[src/hdl/gbr_pkg.sv]
`timescale 1ns / 1ps
// ----------------------------------------------------------------------------
// gbr_pkg: shared types, constants and helpers for the bus gain resolver
// Holds the register map, the configuration and pipeline word types and the
// Q1.15 arithmetic and bus lookup functions used by every stage.
// ----------------------------------------------------------------------------
package gbr_pkg;

  // Bus topology
  localparam int NUM_BUSES = 4;
  localparam int NUM_LANES = NUM_BUSES - 1;
  localparam int IDX_W     = 3;
  localparam int PAR_W     = 2;
  localparam int GAIN_W    = 16;
  localparam int CFG_W     = 16;

  localparam logic [GAIN_W-1:0] UNITY = 16'd32768;

  // Register map
  localparam logic [2:0] REG_MASTER_GAIN = 3'd0;
  localparam logic [2:0] REG_BUS1_GAIN   = 3'd1;
  localparam logic [2:0] REG_BUS2_GAIN   = 3'd2;
  localparam logic [2:0] REG_BUS3_GAIN   = 3'd3;
  localparam logic [2:0] REG_PARENT_MAP  = 3'd4;
  localparam logic [2:0] REG_MUTE_MASK   = 3'd5;
  localparam logic [2:0] REG_SOLO_MASK   = 3'd6;

  typedef struct packed {
    logic [3:0][GAIN_W-1:0] gain;
    logic [7:0]             parent_map;
    logic [3:0]             mute_mask;
    logic [3:0]             solo_mask;
  } cfg_t;

  // One category bus walking its parent chain
  typedef struct packed {
    logic [GAIN_W-1:0] gain;
    logic [PAR_W-1:0]  cur;
    logic              mute;
    logic              self_solo;
    logic              chain_solo;
  } lane_t;

  typedef struct packed {
    logic [IDX_W-1:0]           bus_index;
    logic [GAIN_W-1:0]          lv;
    lane_t [NUM_LANES-1:0]      lanes;
  } item_t;

  // Lane after the master gain is applied
  typedef struct packed {
    logic [GAIN_W-1:0] eff;
    logic              mute;
    logic              covered;
  } fin_lane_t;

  typedef struct packed {
    logic [IDX_W-1:0]          bus_index;
    logic [GAIN_W-1:0]         lv;
    fin_lane_t [NUM_LANES-1:0] lanes;
  } mst_t;

  typedef struct packed {
    logic [GAIN_W-1:0] mix_gain;
    logic [GAIN_W-1:0] output_gain;
    logic              mix_enable;
    logic              bus_silent;
    logic              solo_silenced;
    logic              any_mixable;
    logic              bus_valid;
  } res_t;

  // Q1.15 product, truncated
  function automatic logic [GAIN_W-1:0] qmul(input logic [GAIN_W-1:0] a,
                                             input logic [GAIN_W-1:0] b);
    logic [2*GAIN_W-1:0] p;
    p = {{GAIN_W{1'b0}}, a} * {{GAIN_W{1'b0}}, b};
    return p[2*GAIN_W-2:GAIN_W-1];
  endfunction

  function automatic logic [GAIN_W-1:0] gain_of(input cfg_t c, input logic [PAR_W-1:0] i);
    logic [GAIN_W-1:0] g;
    g = c.gain[i];
    if (int'(i) >= NUM_BUSES) begin
      return UNITY;
    end
    return (g > UNITY) ? UNITY : g;
  endfunction

  function automatic logic [PAR_W-1:0] parent_of(input cfg_t c, input logic [PAR_W-1:0] i);
    logic [7:0] sh;
    sh = c.parent_map >> {i, 1'b0};
    if (i == '0 || int'(i) >= NUM_BUSES) begin
      return '0;
    end
    return sh[PAR_W-1:0];
  endfunction

  function automatic logic muted(input cfg_t c, input logic [PAR_W-1:0] i);
    return (i != '0) && (int'(i) < NUM_BUSES) && c.mute_mask[i];
  endfunction

  function automatic logic soloed(input cfg_t c, input logic [PAR_W-1:0] i);
    return (i != '0) && (int'(i) < NUM_BUSES) && c.solo_mask[i];
  endfunction

  function automatic logic any_solo(input cfg_t c);
    logic s;
    s = 1'b0;
    for (int i = 1; i < NUM_BUSES; i++) begin
      s = s | soloed(c, PAR_W'(i));
    end
    return s;
  endfunction

endpackage

[src/hdl/gbr_entry.sv]
`timescale 1ns / 1ps
// ----------------------------------------------------------------------------
// gbr_entry: input stage
// Clamps the listener volume and seeds one lane per category bus with its
// own gain, mute and solo bits and its first parent.
// ----------------------------------------------------------------------------
module gbr_entry import gbr_pkg::*; (
  input  logic              clk,
  input  logic              rst_n,
  input  logic              adv,
  input  logic              vld_i,
  input  logic [IDX_W-1:0]  bus_index,
  input  logic [GAIN_W-1:0] listener_volume,
  input  cfg_t              cfg,
  output logic              vld_o,
  output item_t             item_o
);

  logic  vld_r;
  item_t item_r, item_nxt;

  // Build the seeded word
  always_comb begin
    logic [PAR_W-1:0] b;
    item_nxt.bus_index = bus_index;
    item_nxt.lv        = (listener_volume > UNITY) ? UNITY : listener_volume;
    for (int l = 0; l < NUM_LANES; l++) begin
      b = PAR_W'(l + 1);
      item_nxt.lanes[l].gain       = gain_of(cfg, b);
      item_nxt.lanes[l].cur        = parent_of(cfg, b);
      item_nxt.lanes[l].mute       = muted(cfg, b);
      item_nxt.lanes[l].self_solo  = soloed(cfg, b);
      item_nxt.lanes[l].chain_solo = 1'b0;
    end
  end

  // Advance valid
  always_ff @(posedge clk) begin
    if (!rst_n) begin
      vld_r <= 1'b0;
    end else if (adv) begin
      vld_r <= vld_i;
    end
  end

  // Advance payload
  always_ff @(posedge clk) begin
    if (adv) begin
      item_r <= item_nxt;
    end
  end

  assign vld_o  = vld_r;
  assign item_o = item_r;

endmodule

[config.mk]
export PLATFORM = sky130hd
export DESIGN_NAME = gbr_entry
export DESIGN_NICKNAME = d
export VERILOG_FILES = /design/src/hdl/gbr_pkg.sv /design/src/hdl/gbr_entry.sv
export SDC_FILE = /design/constraint.sdc
export NUM_CORES = 1
export LEC_CHECK = 0
export CORE_UTILIZATION = 60
export CTS_BUF_LIST = sky130_fd_sc_hd__clkbuf_16
export DETAILED_ROUTE_END_ITERATION = 8
export DONT_BUFFER_PORTS = 1
export PLACE_DENSITY = 0.76
export SLEW_MARGIN = 20
export SYNTH_ARGS = -nofsm -noshare
export SYNTH_HDL_FRONTEND = slang
export SYNTH_SLANG_ARGS = --single-unit
[constraint.sdc]
create_clock -name clk -period 0.9 [get_ports clk]
set_clock_uncertainty 0.15 [all_clocks]
set_input_delay 0.09 -clock clk [delete_from_list [all_inputs] [get_ports clk]]
set_output_delay 0.09 -clock clk [all_outputs]
set_load 0.02 [all_outputs]
Yosys cells after proc, flatten, opt, wreduce, memory -nomap -nowiden
Index checks and enable logic that the tools add are counted.
{"block": "word_totals", "input_bits": 103, "out_inout_bits": 83, "register_bits": 80}
{"block": "op_classes", "order_cmp": 4}
{"op": "$gt A16 B16 Y1 const B", "n": 4}

Depth between registers and ports, before layout
{"block": "logic_depth", "depth_word": 1, "mapped_depth": 2, "ltp_nobuf": 2}

Least setup slack after synthesis
OpenSTA, ideal clock, no wires.
{"block": "synth_path", "path_kind": "register to register", "start": "reg, netlist name vld_o", "end": "reg vld_r (netlist: vld_o)", "setup_slack_ps": 82, "path_buffers": 0, "stages_incl_launch_ff": 3, "arrival_time_ps": 603, "path_cell_list": "dfxtp_1 mux2i_1 nor2b_1"}
{"item": "to (signal assigned)", "line": "gbr_entry.sv:42", "rtl": "vld_r <= vld_i;"}
{"item": "to (decl)", "line": "gbr_entry.sv:19", "rtl": "logic vld_r;"}

Final worst setup path
{"block": "layout_path", "start": "reg item_r (netlist bit item_o[63])", "end": "out item_o[63] (netlist name)"}
{"item": "from (decl)", "line": "gbr_entry.sv:20", "rtl": "item_t item_r, item_nxt;"}
{"item": "from (signal assigned)", "line": "gbr_entry.sv:49", "rtl": "item_r <= item_nxt;"}
{"item": "to (decl)", "line": "gbr_entry.sv:16", "rtl": "output item_t item_o"}
No word-level cell between the ends.

==> results.ini <==
[outcome]
status=finished with violations
violations=negative hold slack, negative setup slack

[timing]
timing.final.crit_share=1.190
maxSlewViolCount=0
fin_worst_hold_slack_ns=-0.2729
post-route-min-period_ns=1.071
setup_viol=81
finalHoldViolCount=80
rsz0062_at_grt=true
fmax_ghz=0.9336
worst_slack_ns=-0.1712

[die]
die_w_um=72.57
ios=186
core_sq_um=4755
die_area_sq_um=5266
fp-row-count=25
initial_core_util=0.6284
die_y_um=72.57

[worst_hold_path]
hold_class=input port to flip-flop

[finish]
fill_cells=203
seq_area_sq_um=2394
finalInstanceArea_sq_um=4195
final_layout_size_suffix_gt1_frac=0.2675
final_cell_mix=edfxtp_1, dlygate4sd3_1, nor2b_2, and2b_2, dlymetal6s4s_1
antenna_cells=0
finalNetCount=341
final_common_cell=edfxtp_1
synthToLayoutAreaGrowth_pct=40.41
fin_util=0.8824
multi_input_comb_area_sq_um=520.5

[clock_network]
hold_buffers=81
cts.htree.levels=3
cts-root-buf=clkbuf_16
cts_buffers=9
clk_path_buf_depth=2
cts_sinks=80
cts.clk_slew.worst_paths_ns=0.06
clock_latency_ns=0.32
cts_tree=yes

[drt]
firstDrtPassIters=6
drt-total-wl_um=6705
remaining_drc_errors=0
ant_nets=0
post_drt_wl_per_cell_um=21.63
vias=1628
viasPerCell=5.252
drt_first_iter_violations=83

[power_and_ir_drop]
power_density_nw_per_um2=2257
p_sw_frac=0.2086
vdd_ir_drop_max_v=0.001453
seqPwrFrac=0.522
internal-power_uw=7495
p_switching_uw=1976
pwr-share-comb=0.052
p_leak_uw=0.001714
p_clk_frac=0.426

[global_route]
grt_max_degree=81
grt_first_pass_wirelength_um=9163
grt_overflow=0
grt_pass1_vias=1685
antenna_found_initial=0
grt_use_total=0.2534

[synthesis]
ys_ff_latch=80
synthCells=154
yosys_warnings=0
ys_seq_area_frac=0.8007
syn_avg_cell_area_sq_um=19.40
synth.top_cell.area_share=0.7940
netlist_area_sq_um=2988
yosys-top-cells-area=edfxtp_1, nor2b_2, and2b_2, nor2b_1, buf_6
synth.distinct_cells=10
yosysTopAreaCell=edfxtp_1

[critical_path]
crit_fanout=1
crit_type=flip-flop to primary output
end_kind=primary output
endpoint=item_o[63]
cp-startpoint=item_o[63]$_SDFFCE_PN0P_
critPathArrivalTime_ns=0.83
r2r_cells=2
r2r_start=vld_o$_SDFFE_PN0P_
worstSetupStartpointType=flip-flop
worst-path-stages=0
cp.required_ns=0.66
timing.rr.end=vld_o$_SDFFE_PN0P_
reg2reg_slack_ns=0.10

[placement]
post_dp_cell_area_sq_um=3004
port_buffers=0
dpl.hpwl_um=3289
gp_congestion=0.6866

[run]
maxCapViolCount=0

-- synth_stat cells (all sizes together) --
library cell,count
and2b,20
buf,7
clkbuf,4
conb,1
dfxtp,1
edfxtp,79
mux2i,1
nor2b,41
-- worst reg2reg max path: cells and delay by family (launching register included) --
family	cells	cell delay, ns
mux	1	0.15
simple gates	1	0.06
flops	1	0.33
-- flip-flops by register name (all words and copies together), names as in the netlist --
name / flops
vld_o: 1
item_o: 79
-- metal layers --
metal | routed length, um | part of all wire | up-vias | global-route usage
met5 | 0 | 0 | - | 0
met4 | 188 | 0.028 | 0 | 0.1242
met3 | 636 | 0.095 | 15 | 0.1111
met2 | 3593 | 0.54 | 125 | 0.4465
met1 | 2287 | 0.34 | 783 | 0.2542
li1 | - | - | 705 | -
-- cell families after synthesis --
family | after synthesis | share of synthesized area
buffers and inverters | 11 | 0.02764
DFF | 80 | 0.8007
muxes | 1 | 0.003350
other | 1 | 0.001255
and+or+nand+nor | 61 | 0.1671
-- layout make-up --
class	count	area share
Clock buffer	9	0.05368
Clock inverter	7	0.02625
Multi-Input combinational cell	65	0.1241
Timing Repair Buffer	82	0.2055
Tap cell	67	0.01998
Sequential cell	80	0.5705
-- through the flow --
stage / setup slack [ns] / total power (uW) / hold slack, ns / cells / TNS [ns]
global placement: 0.1678 / 5158 / 0.03893 / 213 / 0
CTS: -0.1709 / 9410 / -0.2729 / 310 / -14.50
global route: -0.1868 / 9700 / -0.2808 / 310 / -13.21
detailed placement: 0.1550 / 5178 / 0.03891 / 213 / 0
finish: -0.1712 / 9470 / -0.2729 / 310 / -11.64
floorplan: 0.08200 / 5161 / 0.03887 / 156 / 0
-- worst min path at each step --
stage	slack [ns]	cells after the start	from	endpoint
after floorplan	0.04	0	cfg[1]	item_o[1]$_DFFE_PP_
after CTS	-0.27	0	adv	item_o[15]$_SDFFCE_PN0P_
after global placement	0.04	0	cfg[6]	item_o[23]$_DFFE_PP_
final	-0.27	0	adv	item_o[15]$_SDFFCE_PN0P_
after detailed placement	0.04	0	cfg[7]	item_o[44]$_DFFE_PP_
after global routing	-0.28	0	adv	item_o[17]$_SDFFCE_PN0P_
-- power by group through the flow --
stage	registers (uW)	clock network, uW	logic, uW
4_1_cts	4940	4020	448
3_5_place_dp	5010	0	168
5_1_grt	4970	4210	522
3_3_place_gp	5000	0	155
2_1_floorplan	4960	0	199
6_report	4950	4030	492
-- repair_timing --
action,CTS,global route
setup buffers,0,0
endpoints found under the setup margin,80,102
hold endpoints to repair,159,80
gates cloned,0,0
gates resized for setup,2,16
No activity file was read; power rests on OpenSTA's default activity.
