--- src/hdl/gbr_pkg.sv ---
`timescale 1ns / 1ps
// ----------------------------------------------------------------------------
// gbr_pkg: shared types, constants and helpers for the bus gain resolver
// Holds the register map, the configuration and pipeline word types and the
// Q1.15 arithmetic and bus lookup functions used by every stage.
// ----------------------------------------------------------------------------
package gbr_pkg;

  // Bus topology
  localparam int NUM_BUSES = 4;
  localparam int NUM_LANES = NUM_BUSES - 1;
  localparam int IDX_W     = 3;
  localparam int PAR_W     = 2;
  localparam int GAIN_W    = 16;
  localparam int CFG_W     = 16;

  localparam logic [GAIN_W-1:0] UNITY = 16'd32768;

  // Register map
  localparam logic [2:0] REG_MASTER_GAIN = 3'd0;
  localparam logic [2:0] REG_BUS1_GAIN   = 3'd1;
  localparam logic [2:0] REG_BUS2_GAIN   = 3'd2;
  localparam logic [2:0] REG_BUS3_GAIN   = 3'd3;
  localparam logic [2:0] REG_PARENT_MAP  = 3'd4;
  localparam logic [2:0] REG_MUTE_MASK   = 3'd5;
  localparam logic [2:0] REG_SOLO_MASK   = 3'd6;

  typedef struct packed {
    logic [3:0][GAIN_W-1:0] gain;
    logic [7:0]             parent_map;
    logic [3:0]             mute_mask;
    logic [3:0]             solo_mask;
  } cfg_t;

  // One category bus walking its parent chain
  typedef struct packed {
    logic [GAIN_W-1:0] gain;
    logic [PAR_W-1:0]  cur;
    logic              mute;
    logic              self_solo;
    logic              chain_solo;
  } lane_t;

  typedef struct packed {
    logic [IDX_W-1:0]           bus_index;
    logic [GAIN_W-1:0]          lv;
    lane_t [NUM_LANES-1:0]      lanes;
  } item_t;

  // Lane after the master gain is applied
  typedef struct packed {
    logic [GAIN_W-1:0] eff;
    logic              mute;
    logic              covered;
  } fin_lane_t;

  typedef struct packed {
    logic [IDX_W-1:0]          bus_index;
    logic [GAIN_W-1:0]         lv;
    fin_lane_t [NUM_LANES-1:0] lanes;
  } mst_t;

  typedef struct packed {
    logic [GAIN_W-1:0] mix_gain;
    logic [GAIN_W-1:0] output_gain;
    logic              mix_enable;
    logic              bus_silent;
    logic              solo_silenced;
    logic              any_mixable;
    logic              bus_valid;
  } res_t;

  // Q1.15 product, truncated
  function automatic logic [GAIN_W-1:0] qmul(input logic [GAIN_W-1:0] a,
                                             input logic [GAIN_W-1:0] b);
    logic [2*GAIN_W-1:0] p;
    p = {{GAIN_W{1'b0}}, a} * {{GAIN_W{1'b0}}, b};
    return p[2*GAIN_W-2:GAIN_W-1];
  endfunction

  function automatic logic [GAIN_W-1:0] gain_of(input cfg_t c, input logic [PAR_W-1:0] i);
    logic [GAIN_W-1:0] g;
    g = c.gain[i];
    if (int'(i) >= NUM_BUSES) begin
      return UNITY;
    end
    return (g > UNITY) ? UNITY : g;
  endfunction

  function automatic logic [PAR_W-1:0] parent_of(input cfg_t c, input logic [PAR_W-1:0] i);
    logic [7:0] sh;
    sh = c.parent_map >> {i, 1'b0};
    if (i == '0 || int'(i) >= NUM_BUSES) begin
      return '0;
    end
    return sh[PAR_W-1:0];
  endfunction

  function automatic logic muted(input cfg_t c, input logic [PAR_W-1:0] i);
    return (i != '0) && (int'(i) < NUM_BUSES) && c.mute_mask[i];
  endfunction

  function automatic logic soloed(input cfg_t c, input logic [PAR_W-1:0] i);
    return (i != '0) && (int'(i) < NUM_BUSES) && c.solo_mask[i];
  endfunction

  function automatic logic any_solo(input cfg_t c);
    logic s;
    s = 1'b0;
    for (int i = 1; i < NUM_BUSES; i++) begin
      s = s | soloed(c, PAR_W'(i));
    end
    return s;
  endfunction

endpackage

--- src/hdl/gbr_hop.sv ---
`timescale 1ns / 1ps
// ----------------------------------------------------------------------------
// gbr_hop: one hop of the parent walk
// Every lane still short of master folds in its current parent's gain, mute
// and solo and steps to the next parent.
// ----------------------------------------------------------------------------
module gbr_hop import gbr_pkg::*; (
  input  logic  clk,
  input  logic  rst_n,
  input  logic  adv,
  input  logic  vld_i,
  input  item_t item_i,
  input  cfg_t  cfg,
  output logic  vld_o,
  output item_t item_o
);

  logic  vld_r;
  item_t item_r, item_nxt;

  // Take one step on each lane
  always_comb begin
    item_nxt = item_i;
    for (int l = 0; l < NUM_LANES; l++) begin
      if (item_i.lanes[l].cur != '0) begin
        item_nxt.lanes[l].gain = qmul(item_i.lanes[l].gain,
                                      gain_of(cfg, item_i.lanes[l].cur));
        item_nxt.lanes[l].mute = item_i.lanes[l].mute |
                                 muted(cfg, item_i.lanes[l].cur);
        item_nxt.lanes[l].chain_solo = item_i.lanes[l].chain_solo |
                                       soloed(cfg, item_i.lanes[l].cur);
        item_nxt.lanes[l].cur  = parent_of(cfg, item_i.lanes[l].cur);
      end
    end
  end

  // Advance valid
  always_ff @(posedge clk) begin
    if (!rst_n) begin
      vld_r <= 1'b0;
    end else if (adv) begin
      vld_r <= vld_i;
    end
  end

  // Advance payload
  always_ff @(posedge clk) begin
    if (adv) begin
      item_r <= item_nxt;
    end
  end

  assign vld_o  = vld_r;
  assign item_o = item_r;

endmodule

--- config.mk ---
export PLATFORM = sky130hd
export DESIGN_NAME = gbr_hop
export DESIGN_NICKNAME = d
export VERILOG_FILES = /design/src/hdl/gbr_pkg.sv /design/src/hdl/gbr_hop.sv
export SDC_FILE = /design/constraint.sdc
export NUM_CORES = 2
export LEC_CHECK = 0
export BUFFER_PORTS_ARGS = -buffer_cell sky130_fd_sc_hd__buf_2
export CAP_MARGIN = 20
export CORE_MARGIN = 10
export CORE_UTILIZATION = 61
export CTS_BUF_LIST = sky130_fd_sc_hd__clkbuf_4 sky130_fd_sc_hd__clkbuf_8
export DETAILED_ROUTE_END_ITERATION = 8
export HOLD_SLACK_MARGIN = 0.15
export PLACE_DENSITY = 0.81
export SYNTH_ARGS = -nofsm -noshare
export SYNTH_HDL_FRONTEND = slang
export SYNTH_SLANG_ARGS = --single-unit
--- constraint.sdc ---
create_clock -name clk -period 19.16 [get_ports clk]
set_clock_uncertainty 0.1 [all_clocks]
set_input_delay 1.916 -clock clk [delete_from_list [all_inputs] [get_ports clk]]
set_output_delay 1.916 -clock clk [all_outputs]
set_load 0.02 [all_outputs]
== Word level (Yosys, flattened, before mapping) ==
Index checks and enable logic that the tools add are counted.
Word-level totals
  output and inout port bits: 83
  logic and storage cells: 87
  register bits: 83
Operators by class
  reduce and logical (&&, ||, !) cells: 12
  $lt $le $gt $ge: 6
  multiplexer cells: 39
  $mul: 3
  bitwise operators: 6
  shift-type cells: 3
Operators with widths (number)
  16-bit binary-select mux with 2-bit select: 3
  16-bit 2-to-1 mux: 6
  16-bit by 16-bit multiplier with 31-bit output: 3
  19-bit 2-to-1 mux: 3
  16-bit greater-than comparator (second input constant): 3
  8-bit by 3-bit >> shifter with 2-bit output: 3
  1-bit 2-to-1 mux: 15
  1-bit binary-select mux with 2-bit select: 6
  2-bit 2-to-1 mux: 6
  2-bit by 3-bit < comparator with 1-bit output (second input constant): 3
  1-bit logical AND: 6
  2-bit zero test: 3
  1-bit bitwise OR: 6
  2-bit nonzero test: 3

== Logic depth before layout (Yosys ltp) ==
  depth after elaboration: 6
  mapped depth: 31
  gate-level depth less buffers: 28

== Worst setup path before layout ==
Ideal clock, no wire load.
  path kind: input -> register
  from: input port item_i[24] (netlist name)
  to: register item_r (netlist bit item_o[41]), data pin
  stages on the path: 31
  slack: 8916 ps
  arrival: 9882 ps
  cells stage by stage: buf_1 -> clkbuf_1 -> mux4_2 -> nor4_1 -> nand4_1 -> nand2_1 -> and2_1 -> clkbuf_1 -> nand2_1 -> fa_1 -> inv_1 -> fa_1 -> inv_1 -> fa_1 -> inv_1 -> fa_1 -> fa_1 -> inv_1 -> fa_1 -> inv_1 -> ha_1 -> a21o_1 -> a21o_1 -> a21o_1 -> a211o_1 -> a221oi_1 -> o21ai_0 -> a2111o_1 -> a21o_1 -> a32oi_1 -> nand3b_1
RTL lines
  start: declaration: line gbr_hop.sv:12  | input item_t item_i,
  end signal: assignment: line gbr_hop.sv:49  | item_r <= item_nxt;
  end: declaration: line gbr_hop.sv:19  | item_t item_r, item_nxt;

==> flow_metrics.py <==
metrics = {
    "status": {
        "outcome": "completed",
    },
    "global_routing": {
        "grt_max_degree": 60,
        "grt_pass1_vias": 24590,
        "grt_pass1_wl_mm": 127.9,
        "grtUsageTotal_pct": 28.85,
        "antenna_found_initial": 6,
        "gr-total-overflow": 0,
    },
    "floorplan": {
        "dieArea_sq_um": 55790,
        "chipHeight_microns": 236.2,
        "die_w_microns": 236.2,
        "num_rows": 79,
        "initial_utilization_pct": 61.50,
        "pin_count": 249,
        "core_sq_um": 46360,
    },
    "place": {
        "place_area_sq_um": 30210,
        "io_buffers": 244,
        "finalWeightedCongestion": 0.9289,
        "hpwl_mm": 62.47,
    },
    "clock_tree": {
        "post-cts-setup-buffers": 0,
        "cts.sinks": 83,
        "cts_max_path_buffers": 2,
        "ctsHoldBuffers": 0,
        "path_clk_slew_ns": 0.09,
        "cts_buffers": 9,
        "htreeDepth": 3,
        "cts_tree": "yes",
        "cts_resized": 0,
        "clockRootBuffer": "clkbuf_8",
        "worstSkewPairLatency_ns": 0.45,
    },
    "sta": {
        "tightestPinTransition_ns": 1.188,
        "period_minus_slack_ns": 11.24,
        "rsz0062_at_grt": "false",
        "tns_ns": 0,
        "finalSetupViolCount": 0,
        "hold_viol": 0,
        "period_share_pct": 58.66,
        "fmax_mhz": 88.97,
        "slew_viol_final": 0,
        "max_slew_margin_pct": 20.61,
        "whs_ns": 0.4467,
    },
    "power": {
        "internal-power_mw": 1.948,
        "power_frac_seq_pct": 8.8,
        "vdd_ir_drop_max_mv": 0.2088,
        "comb_power_share_pct": 87.5,
        "pwr-share-clk_pct": 3.8,
        "swShare_pct": 53.13,
        "p_switching_mw": 2.209,
        "p_per_area_nw_per_um2": 136.3,
        "leakage_nw": 15.74,
    },
    "yosys": {
        "synth.cell_area_sq_um": 28510,
        "synth_commonest_cells": "686 x inv_1, 576 x fa_1, 493 x nand2_1",
        "ys.flop_type": "edfxtp_1",
        "yosys_warnings": 0,
        "syn_inst": 3045,
        "synth_cell_type_count": 61,
        "async_flop_share_pct": 0,
        "synth-edff-count": 82,
        "ys_ff_latch": 83,
        "yosysTopAreaCellShare_pct": 40.44,
        "post-synth-top-count-cell": "inv_1",
        "synthTopCellsByArea": "fa_1 40%, ha_1 13%, inv_1 9.0%",
        "synth_area_per_cell_sq_um": 9.363,
        "synth_fp_nets": 4078,
        "synth-seq-area-share_pct": 8.707,
        "synth_top_area_cell": "fa_1",
    },
    "detailed_routing": {
        "wl_per_cell_microns": 20.59,
        "routed_via_density": 5.829,
        "vias": 22240,
        "first_pass_iters": 6,
        "wl_mm": 78.55,
        "drt.antenna.violating_nets": 0,
        "drtIter0Drc": 1632,
        "drc_errors": 0,
    },
    "critical_path": {
        "crit_path_top_delay_cell": "mux4_2",
        "worstPathRequired_ns": 19.27,
        "worstSetupPathType": "primary input to flip-flop",
        "critPathLaunchType": "primary input",
        "cp_common_cell": "fa_1",
        "critPathMaxFanout": 35,
        "cp.arrival_ns": 11.35,
        "max_stage_delay_ns": 0.87,
        "end_kind": "flip-flop",
    },
    "finish": {
        "fillers": 3567,
        "design_area_sq_um": 30490,
        "area.growth.synth_to_final_pct": 6.951,
        "multiInputGateArea_sq_um": 22950,
        "fin_nets": 4232,
        "drive_gt1_share_pct": 11.39,
        "seq_area_sq_um": 2482,
    },
    "job": {
        "drv_cap": 0,
    },
    "worst_hold_path": {
        "worstHoldPathType": "flip-flop to flip-flop",
    },
}
## registers in the layout (all words and copies together) (netlist names)
| name | count |
|---|---|
| vld_o | 1 |
| item_o | 82 |
## stage by stage
step | utilization [%] | std cells | setup WS (ns) | power (mW)
final | 65.78 | 3815 | 7.921 | 4.157
after global routing | 65.77 | 3813 | 7.567 | 4.660
after CTS | 65.64 | 3805 | 8.068 | 4.150
after detailed placement | 65.16 | 3789 | 7.581 | 3.956
after global placement | 65.12 | 3787 | 7.743 | 3.785
after floorplan | - | 3045 | 8.916 | 3.055
## worst paths after layout
check / start / endpoint / slack [ns] / cells after the start
worst max register to register: vld_o$_SDFFE_PN0P_ / vld_o$_SDFFE_PN0P_ / 18.43 / 2
worst max-delay path: item_i[24] / item_o[41]$_DFFE_PP_ / 7.92 / 30
worst min register to register: vld_o$_SDFFE_PN0P_ / vld_o$_SDFFE_PN0P_ / 0.45 / 2
worst min-delay path: vld_o$_SDFFE_PN0P_ / vld_o$_SDFFE_PN0P_ / 0.45 / 2
## power groups by stage
stage                     combinational [mW]  clock (mW)  sequential, mW
after floorplan                         2.61           0           0.443
after global placement                  3.42           0           0.367
after detailed placement                3.59           0           0.367
after CTS                               3.62       0.161           0.365
after global routing                    4.13       0.165           0.369
final                                   3.64       0.157           0.364
## worst max-delay path: cells and delay by family
kind | cells | cell delay [ns]
AOI/OAI and AO/OA | 8 | 2.21
buffers and inverters | 7 | 1.27
muxes | 1 | 0.87
and+or+nand+nor | 7 | 1.69
adders and majority gates | 7 | 3.32
## layout make-up
cell class                 instances  area share [%]
clock inverter                     7          0.3242
timing repair buffer             278           4.887
inverter                         686           8.444
clock buffer                       9          0.4062
sequential                        83           8.141
antenna                            4         0.03283
multi-input combinational       2141           75.27
tap                              607           2.491
## cell families after synthesis
group,share of synthesized area [%]
compound gates,4.358
xor+xnor,1.597
fa+ha+maj,53.21
buf+inv,10.81
flops,8.707
mux,4.375
simple gates,16.94
## cell usage in the layout, fill, tap and decap left out, drive strengths merged, types with 3 or more instances in the layout
cell,count
inv,688
fa,576
nand2,493
ha,291
buf,278
and2,266
and3,90
edfxtp,82
o21ai,54
mux4,48
nor2b,39
a21oi,37
xnor2,33
a21o,30
xor2,19
nor2,16
nor3,14
mux2,13
a221o,10
and4,10
nand3,10
nor4,9
clkbuf,9
nand4,8
o31ai,7
a22o,6
o21a,5
diode,4
nand2b,4
a31oi,4
a211oi,4
o211ai,4
or2,3
o21bai,3
o31a,3
or3,3
nor3b,3
a21boi,3
a221oi,3
clkinv,3
## per-layer routing
layer | vias to the layer above | wire, microns | track usage, %
met1 | 11210 | 29030 | 34.51
li1 | 9647 | - | -
met3 | 203 | 9831 | 10.43
met5 | - | 29 | 0
met2 | 1170 | 37260 | 47.32
met4 | 4 | 2394 | 10.21
No activity file was read; power rests on OpenSTA's default activity.
