===== config.mk =====
export PLATFORM = sky130hd
export DESIGN_NAME = gbr_finish
export DESIGN_NICKNAME = d
export VERILOG_FILES = /design/src/hdl/gbr_pkg.sv /design/src/hdl/gbr_finish.sv
export SDC_FILE = /design/constraint.sdc
export NUM_CORES = 2
export LEC_CHECK = 0
export BUFFER_PORTS_ARGS = -buffer_cell sky130_fd_sc_hd__buf_4
export CAP_MARGIN = 20
export CORE_MARGIN = 2
export CORE_UTILIZATION = 49
export CTS_CLUSTER_SIZE = 10
export DETAILED_ROUTE_END_ITERATION = 8
export PLACE_DENSITY = 0.66
export SETUP_SLACK_MARGIN = 0.4
export SYNTH_ARGS = -nofsm -noshare
export SYNTH_HDL_FRONTEND = slang
export SYNTH_SLANG_ARGS = --single-unit

===== constraint.sdc =====
create_clock -name clk -period 9.7 [get_ports clk]
set_input_delay 0 -clock clk [delete_from_list [all_inputs] [get_ports clk]]
set_output_delay 0 -clock clk [all_outputs]
set_load 0.05 [all_outputs]

===== src/hdl/gbr_pkg.sv =====
`timescale 1ns / 1ps
// ----------------------------------------------------------------------------
// gbr_pkg: shared types, constants and helpers for the bus gain resolver
// Holds the register map, the configuration and pipeline word types and the
// Q1.15 arithmetic and bus lookup functions used by every stage.
// ----------------------------------------------------------------------------
package gbr_pkg;

  // Bus topology
  localparam int NUM_BUSES = 4;
  localparam int NUM_LANES = NUM_BUSES - 1;
  localparam int IDX_W     = 3;
  localparam int PAR_W     = 2;
  localparam int GAIN_W    = 16;
  localparam int CFG_W     = 16;

  localparam logic [GAIN_W-1:0] UNITY = 16'd32768;

  // Register map
  localparam logic [2:0] REG_MASTER_GAIN = 3'd0;
  localparam logic [2:0] REG_BUS1_GAIN   = 3'd1;
  localparam logic [2:0] REG_BUS2_GAIN   = 3'd2;
  localparam logic [2:0] REG_BUS3_GAIN   = 3'd3;
  localparam logic [2:0] REG_PARENT_MAP  = 3'd4;
  localparam logic [2:0] REG_MUTE_MASK   = 3'd5;
  localparam logic [2:0] REG_SOLO_MASK   = 3'd6;

  typedef struct packed {
    logic [3:0][GAIN_W-1:0] gain;
    logic [7:0]             parent_map;
    logic [3:0]             mute_mask;
    logic [3:0]             solo_mask;
  } cfg_t;

  // One category bus walking its parent chain
  typedef struct packed {
    logic [GAIN_W-1:0] gain;
    logic [PAR_W-1:0]  cur;
    logic              mute;
    logic              self_solo;
    logic              chain_solo;
  } lane_t;

  typedef struct packed {
    logic [IDX_W-1:0]           bus_index;
    logic [GAIN_W-1:0]          lv;
    lane_t [NUM_LANES-1:0]      lanes;
  } item_t;

  // Lane after the master gain is applied
  typedef struct packed {
    logic [GAIN_W-1:0] eff;
    logic              mute;
    logic              covered;
  } fin_lane_t;

  typedef struct packed {
    logic [IDX_W-1:0]          bus_index;
    logic [GAIN_W-1:0]         lv;
    fin_lane_t [NUM_LANES-1:0] lanes;
  } mst_t;

  typedef struct packed {
    logic [GAIN_W-1:0] mix_gain;
    logic [GAIN_W-1:0] output_gain;
    logic              mix_enable;
    logic              bus_silent;
    logic              solo_silenced;
    logic              any_mixable;
    logic              bus_valid;
  } res_t;

  // Q1.15 product, truncated
  function automatic logic [GAIN_W-1:0] qmul(input logic [GAIN_W-1:0] a,
                                             input logic [GAIN_W-1:0] b);
    logic [2*GAIN_W-1:0] p;
    p = {{GAIN_W{1'b0}}, a} * {{GAIN_W{1'b0}}, b};
    return p[2*GAIN_W-2:GAIN_W-1];
  endfunction

  function automatic logic [GAIN_W-1:0] gain_of(input cfg_t c, input logic [PAR_W-1:0] i);
    logic [GAIN_W-1:0] g;
    g = c.gain[i];
    if (int'(i) >= NUM_BUSES) begin
      return UNITY;
    end
    return (g > UNITY) ? UNITY : g;
  endfunction

  function automatic logic [PAR_W-1:0] parent_of(input cfg_t c, input logic [PAR_W-1:0] i);
    logic [7:0] sh;
    sh = c.parent_map >> {i, 1'b0};
    if (i == '0 || int'(i) >= NUM_BUSES) begin
      return '0;
    end
    return sh[PAR_W-1:0];
  endfunction

  function automatic logic muted(input cfg_t c, input logic [PAR_W-1:0] i);
    return (i != '0) && (int'(i) < NUM_BUSES) && c.mute_mask[i];
  endfunction

  function automatic logic soloed(input cfg_t c, input logic [PAR_W-1:0] i);
    return (i != '0) && (int'(i) < NUM_BUSES) && c.solo_mask[i];
  endfunction

  function automatic logic any_solo(input cfg_t c);
    logic s;
    s = 1'b0;
    for (int i = 1; i < NUM_BUSES; i++) begin
      s = s | soloed(c, PAR_W'(i));
    end
    return s;
  endfunction

endpackage


===== src/hdl/gbr_finish.sv =====
`timescale 1ns / 1ps
// ----------------------------------------------------------------------------
// gbr_finish: master gain and result stages
// Applies the master gain to every lane, then picks the queried bus, scales
// by the listener volume and resolves mute, solo and the mixable summary.
// ----------------------------------------------------------------------------
module gbr_finish import gbr_pkg::*; (
  input  logic  clk,
  input  logic  rst_n,
  input  logic  adv,
  input  logic  vld_i,
  input  item_t item_i,
  input  cfg_t  cfg,
  output logic  vld_o,
  output res_t  res_o
);

  logic vld_m_r;
  mst_t mst_r, mst_nxt;
  logic vld_o_r;
  res_t res_r, res_nxt;

  // Apply master gain per lane
  always_comb begin
    mst_nxt.bus_index = item_i.bus_index;
    mst_nxt.lv        = item_i.lv;
    for (int l = 0; l < NUM_LANES; l++) begin
      mst_nxt.lanes[l].eff     = qmul(item_i.lanes[l].gain, gain_of(cfg, '0));
      mst_nxt.lanes[l].mute    = item_i.lanes[l].mute;
      mst_nxt.lanes[l].covered = item_i.lanes[l].self_solo |
                                 item_i.lanes[l].chain_solo;
    end
  end

  // Resolve the queried bus
  always_comb begin
    logic [GAIN_W-1:0] g0;
    logic [GAIN_W-1:0] eff;
    logic              silent;
    logic              ssil;
    logic              mix;
    logic              valid;
    logic              lv_on;
    logic              solo_any;
    logic              anym;
    logic              l_sil;
    logic              l_ssil;
    g0       = gain_of(cfg, '0);
    solo_any = any_solo(cfg);
    lv_on    = (mst_r.lv != '0);
    valid    = (mst_r.bus_index < IDX_W'(NUM_BUSES));
    eff      = g0;
    silent   = (g0 == '0);
    ssil     = 1'b0;
    mix      = (g0 != '0);
    anym     = 1'b0;
    for (int l = 0; l < NUM_LANES; l++) begin
      l_sil  = mst_r.lanes[l].mute | (mst_r.lanes[l].eff == '0);
      l_ssil = solo_any & ~mst_r.lanes[l].covered;
      anym   = anym | (~l_sil & ~l_ssil);
      if (mst_r.bus_index == IDX_W'(l + 1)) begin
        eff    = mst_r.lanes[l].eff;
        silent = l_sil;
        ssil   = l_ssil;
        mix    = ~l_sil & ~l_ssil;
      end
    end
    if (!valid) begin
      silent = 1'b0;
      ssil   = 1'b0;
    end
    res_nxt.output_gain   = valid ? qmul(mst_r.lv, eff) : mst_r.lv;
    res_nxt.mix_enable    = valid & mix & lv_on;
    res_nxt.mix_gain      = res_nxt.mix_enable ? res_nxt.output_gain : '0;
    res_nxt.bus_silent    = silent;
    res_nxt.solo_silenced = ssil;
    res_nxt.any_mixable   = anym & lv_on & (g0 != '0);
    res_nxt.bus_valid     = valid;
  end

  // Advance valids
  always_ff @(posedge clk) begin
    if (!rst_n) begin
      vld_m_r <= 1'b0;
      vld_o_r <= 1'b0;
    end else if (adv) begin
      vld_m_r <= vld_i;
      vld_o_r <= vld_m_r;
    end
  end

  // Advance payload
  always_ff @(posedge clk) begin
    if (adv) begin
      mst_r <= mst_nxt;
      res_r <= res_nxt;
    end
  end

  assign vld_o = vld_o_r;
  assign res_o = res_r;

endmodule


== Word-level counts from Yosys, hierarchy flattened ==
Cells that the tools add are included.
Storage, ports and cells
  register bits: 112
  bits of input ports: 166
  output and inout bits: 38
Cells by class
  multiply operators: 4
  magnitude comparators: 2
  eq/ne operators: 3
  mux-type cells: 14
  bitwise gates (word level): 29
  reduce and logical (&&, ||, !) cells: 6
Operator list (count)
  multiplier 16 x 16 -> 31 bit: 4
  2-to-1 mux 16 bit: 5
  zero test 16 bit: 4
  nonzero test 16 bit: 2
  greater-than comparator 16 bit, second input constant: 1
  AND 1 bit: 10
  OR 1 bit: 10
  2-to-1 mux 1 bit: 9
  inverter 1 bit: 9
  equality test 3 x 2 -> 1 bit, second input constant: 2
  equality test 3 x 1 -> 1 bit, second input constant: 1
  < comparator 3 bit, second input constant: 1

== Logic depth before layout (Yosys ltp) ==
  depth in word-level cells: 10
  depth in mapped cells: 30
  mapped depth without buffers: 27

== Worst setup path after synthesis ==
OpenSTA, ideal clock, no wires.
  path type: register to register
  start point: register mst_r[71] (netlist name)
  end point: register res_r, in the netlist res_o[14] (data pin)
  library setup time: 0.266 ns
  arrival time: 6.953 ns
  required time: 9.434 ns
  setup slack: 2.481 ns
  stages on the path, launching flop included: 30
  buffers on the path: 4
  period minus slack after synthesis: 7.219 ns
  cells stage by stage: edfxtp_1 -> buf_2 -> buf_2 -> buf_2 -> mux2i_1 -> nand2_1 -> o21ai_0 -> a22oi_1 -> clkbuf_1 -> nand2_1 -> fa_1 -> fa_1 -> fa_1 -> inv_1 -> fa_1 -> fa_1 -> inv_1 -> fa_1 -> inv_1 -> ha_1 -> a21oi_1 -> o21ai_0 -> or2_1 -> a311oi_2 -> a21oi_2 -> o41ai_2 -> o211ai_1 -> a21oi_1 -> xor2_1 -> o21ai_1
RTL lines
  start: declaration: RTL line gbr_finish.sv:19  | mst_t mst_r, mst_nxt;
  start signal: assignment: RTL line gbr_finish.sv:95  | mst_r <= mst_nxt;
  end signal: assignment: RTL line gbr_finish.sv:96  | res_r <= res_nxt;
  end: declaration: RTL line gbr_finish.sv:21  | res_t res_r, res_nxt;

== Worst setup path after layout ==
  start point: register mst_r[70] (netlist name)
  end point: register res_r, in the netlist res_o[36] (data pin)
Between the ends
  cells in the longest elaborated chain, start to end: 6
  elaborated cells between the ends (all ways): 14
  those cells by class: mul: 1; order compare: 1; eq/ne: 3; mux: 7; bitwise: 2
Ends and longest elaborated chain
  equality test 3 x 1 -> 1 bit: RTL line gbr_finish.sv:61  | if (mst_r.bus_index == IDX_W'(l + 1)) begin
  2-to-1 mux 16 bit / 2-to-1 mux 1 bit (equally long branches) (3 in a row): RTL line gbr_finish.sv:61
  multiplier 16 x 16 -> 31 bit / AND 1 bit (equally long branches): RTL line gbr_pkg.sv:77, gbr_finish.sv:73
  2-to-1 mux 16 bit / AND 1 bit (equally long branches): RTL line gbr_finish.sv:72, gbr_finish.sv:73
Several ways; a longest one is shown, not always the timed one.
A chain may end at the register's enable or synchronous reset.

==> out/results.tsv <==
metric	value	unit
worst r2r src	mst_r[70]$_DFFE_PP_	
Via Count	26380	
Std-Cell Core Area	0.07308	mm2
Tcrit/Tclk final	0.8807	
Reg2Reg Depth	24	
Yosys top cell by area	fa_1	
Post-synth top cells	inv_1 (994), fa_1 (768), nand2_1 (722)	
crit start category	register	
outcome	finished, violations left	
Reg area	0.003343	mm2
postcts setup bufs	0	
failing checks	design-rule violations	
initial antenna violation count	0	
Sink Count	112	
placed cells	4985	
Reg2Reg Setup Slack	1.16	ns
final setup violating endpoints	0	
gpl congestion	0.8554	
fraction of layout cells with a size suffix above 1	0.05796	
CP startpoint	mst_r[70]$_DFFE_PP_	
worst-skew pair later-pin latency	0.37	ns
syn avg cell area	9.002	um2
CTS root buffer	clkbuf_16	
Worst setup EP type	register	
RSZ-0062 raised after global routing	false	
YS warnings	0	
Num CTS Buffers	9	
worst slack, placed	1.306	ns
Synth area leaders	fa_1 (42%), ha_1 (13%), inv_1 (10%), edfxtp_1 (9.1%), nand2_1 (7.5%)	
largest net degree at the start of global routing	68	
first-pass GRT wire length	147900	um
Post-synth EDFFs	110	
Port Buf Inserts	136	
Vias/cell	5.243	
iteration-0 DRC count of the detailed router	1495	
Slew headroom	0.2613	
grt ovf	0	
vias in the first global route	28550	
Hold Path Cell Cnt	1	
fin cells	5032	
die height	275.9	um
Slew Viols, Final	0	
starting density of the core	0.4958	
hold crit path type	primary input to register	
htree depth	3	
die width	275.9	um
PnR worst setup slack	1.157	ns
nets	5389	
Longest Clk Path Bufs	2	
Gate Count Post-Synth	4025	
top-count cell post-synth	inv_1	
Peak VDD IR	0.5729	mV
Final Util	0.5318	
CP arrival	8.63	ns
Synth top area share	0.4243	
# IOs	204	
Die ar.	0.07614	mm2
ys async rst share	0	
ANT nets after route	0	
drt first pass iters	7	
maximum clock rate	0.1171	GHz
multi-input logic area	0.02858	mm2
clock transition at the registers of the reported paths	0.08	ns
Post-Syn Nets	5347	
Max Cap Violations	0	
Final Hold Fails	0	
overall routed net length	89610	um
hold path startpoint	adv	
CTS tree	built	
Slew @ Worst Pin	1.106	ns
Area growth, synth to finish	7.258	%
Cell Pwr Density	339.4	mW/mm2
Main synth FF type	edfxtp_1	
synthesized area	0.03623	mm2
kind of critical path	register to register	
Worst Path Required	9.79	ns
# DRC	14	
register area share after synthesis	0.09227	
setup TNS	0	ns
maximum fanout along the worst path	24	
row count	99	
GRT Total Usage	0.2470	
wire per inst	17.81	um
layout filler cell count	6714	
min Tclk post-route	8.543	ns
clk_skew	0.01036	ns
Detailed Place HPWL	69350	um
post-synthesis cell type count	69	
Post-CTS Resized	0	
Leak	20.17	nW
Fin Hold WS	0.1662	ns
Yosys reg bits	112	
==> area by class of cell <==
class                      instances  area share
inverter                         994     0.09600
tap                              959     0.03087
clock buffer                       9    0.005795
multi-input combinational       2735      0.7355
timing repair buffer             215     0.04346
antenna                            1  0.00006439
clock inverter                     7    0.002254
sequential                       112     0.08602
==> cells by family (layout without fill, tap and decap cells) <==
logic type / after synthesis / after routing / share of synthesized area
muxes: 21 / 21 / 0.005870
and+or+nand+nor: 1253 / 1253 / 0.1620
xor gates and xnor gates: 71 / 71 / 0.01716
AOI/OAI and AO/OA: 234 / 234 / 0.04223
adders and majority gates: 1156 / 1156 / 0.5583
buffers and inverters: 1178 / 1225 / 0.1221
other: 0 / 1 / 0
DFF: 112 / 112 / 0.09227
==> final timing paths <==
kind                             end
min reg2reg       vld_o$_SDFFE_PN0P_
max reg2reg  res_o[36]$_SDFFCE_PN0P_
max          res_o[36]$_SDFFCE_PN0P_
min               res_o[7]$_DFFE_PP_
==> registers in the layout, summed over array words and instances, names as in the netlist <==
| register | flops |
|---|---|
| res_o | 37 |
| mst_r | 73 |
| vld_o | 1 |
| vld_m_r | 1 |
==> layer usage <==
metal,wire length [um],up-vias,global-route usage
li1,-,11950,-
met1,38570,13510,0.3345
met2,43530,780,0.4212
met3,5331,139,0.02948
met4,2173,0,0.06621
met5,0,-,0
==> critical path, cell delays in order, from the launching register on <==
cell and delay (ns):
edfxtp_1 0.70, o21bai_1 0.99, nand2_1 0.10, nand2_1 0.51
nand2_1 0.16, fa_1 0.52, fa_1 0.51, fa_1 0.51
inv_1 0.05, fa_1 0.49, fa_1 0.51, inv_1 0.06
fa_1 0.48, inv_1 0.04, ha_1 0.32, a21oi_1 0.14
o21ai_0 0.12, or2_1 0.25, a311oi_2 0.31, a21oi_2 0.18
a21oi_1 0.41, a211oi_1 0.14, a211oi_1 0.25, mux2i_1 0.39
nor2_1 0.10
==> timing repair <==
action                                  in CTS  in global routing
hold endpoints to repair                    27                  0
hold buffers                                30                  0
endpoints found under the setup margin       0                  0
==> power by group <==
group          switching, mW  total [mW]  internal [mW]
Combinational           6.91        11.6           4.71
Clock                  0.188       0.394          0.206
Sequential             0.108        1.18           1.07
Total                   7.20        13.2           5.99
==> through the flow <==
stage / total power [mW] / cell area, um2
finish: 13.19 / 38860
global route: 14.93 / 38860
CTS: 13.33 / 38860
detailed placement: 12.83 / 38250
global placement: 12.55 / 38250
floorplan: 9.876 / 36230
==> layout by cell type (no fill, tap or decap), types with 3 or more instances in the layout <==
cell type        n
a22oi_1          6
or3_1            4
nand2_1        722
o21a_1          16
nand4_1          6
a31oi_1          7
a21o_1          26
nand3_1         15
o21ai_2          3
nor2b_1         17
ha_1           388
nor2b_4         14
nor3_1          16
o21ai_1         31
xor2_1          22
o31ai_1          3
edfxtp_1       110
a221oi_1         3
inv_1          994
buf_4          185
a41oi_1          3
a21oi_1         62
o21bai_1         3
clkbuf_16        9
nand2b_1        12
a211oi_1         6
xnor2_1         49
nor2_1          53
o21ai_0         32
nor4_1          21
and3_1           9
and2_1         353
fa_1           768
or2_2            6
mux2i_1         19
dlygate4sd3_1   30
Power figures use the tool's default switching activity.
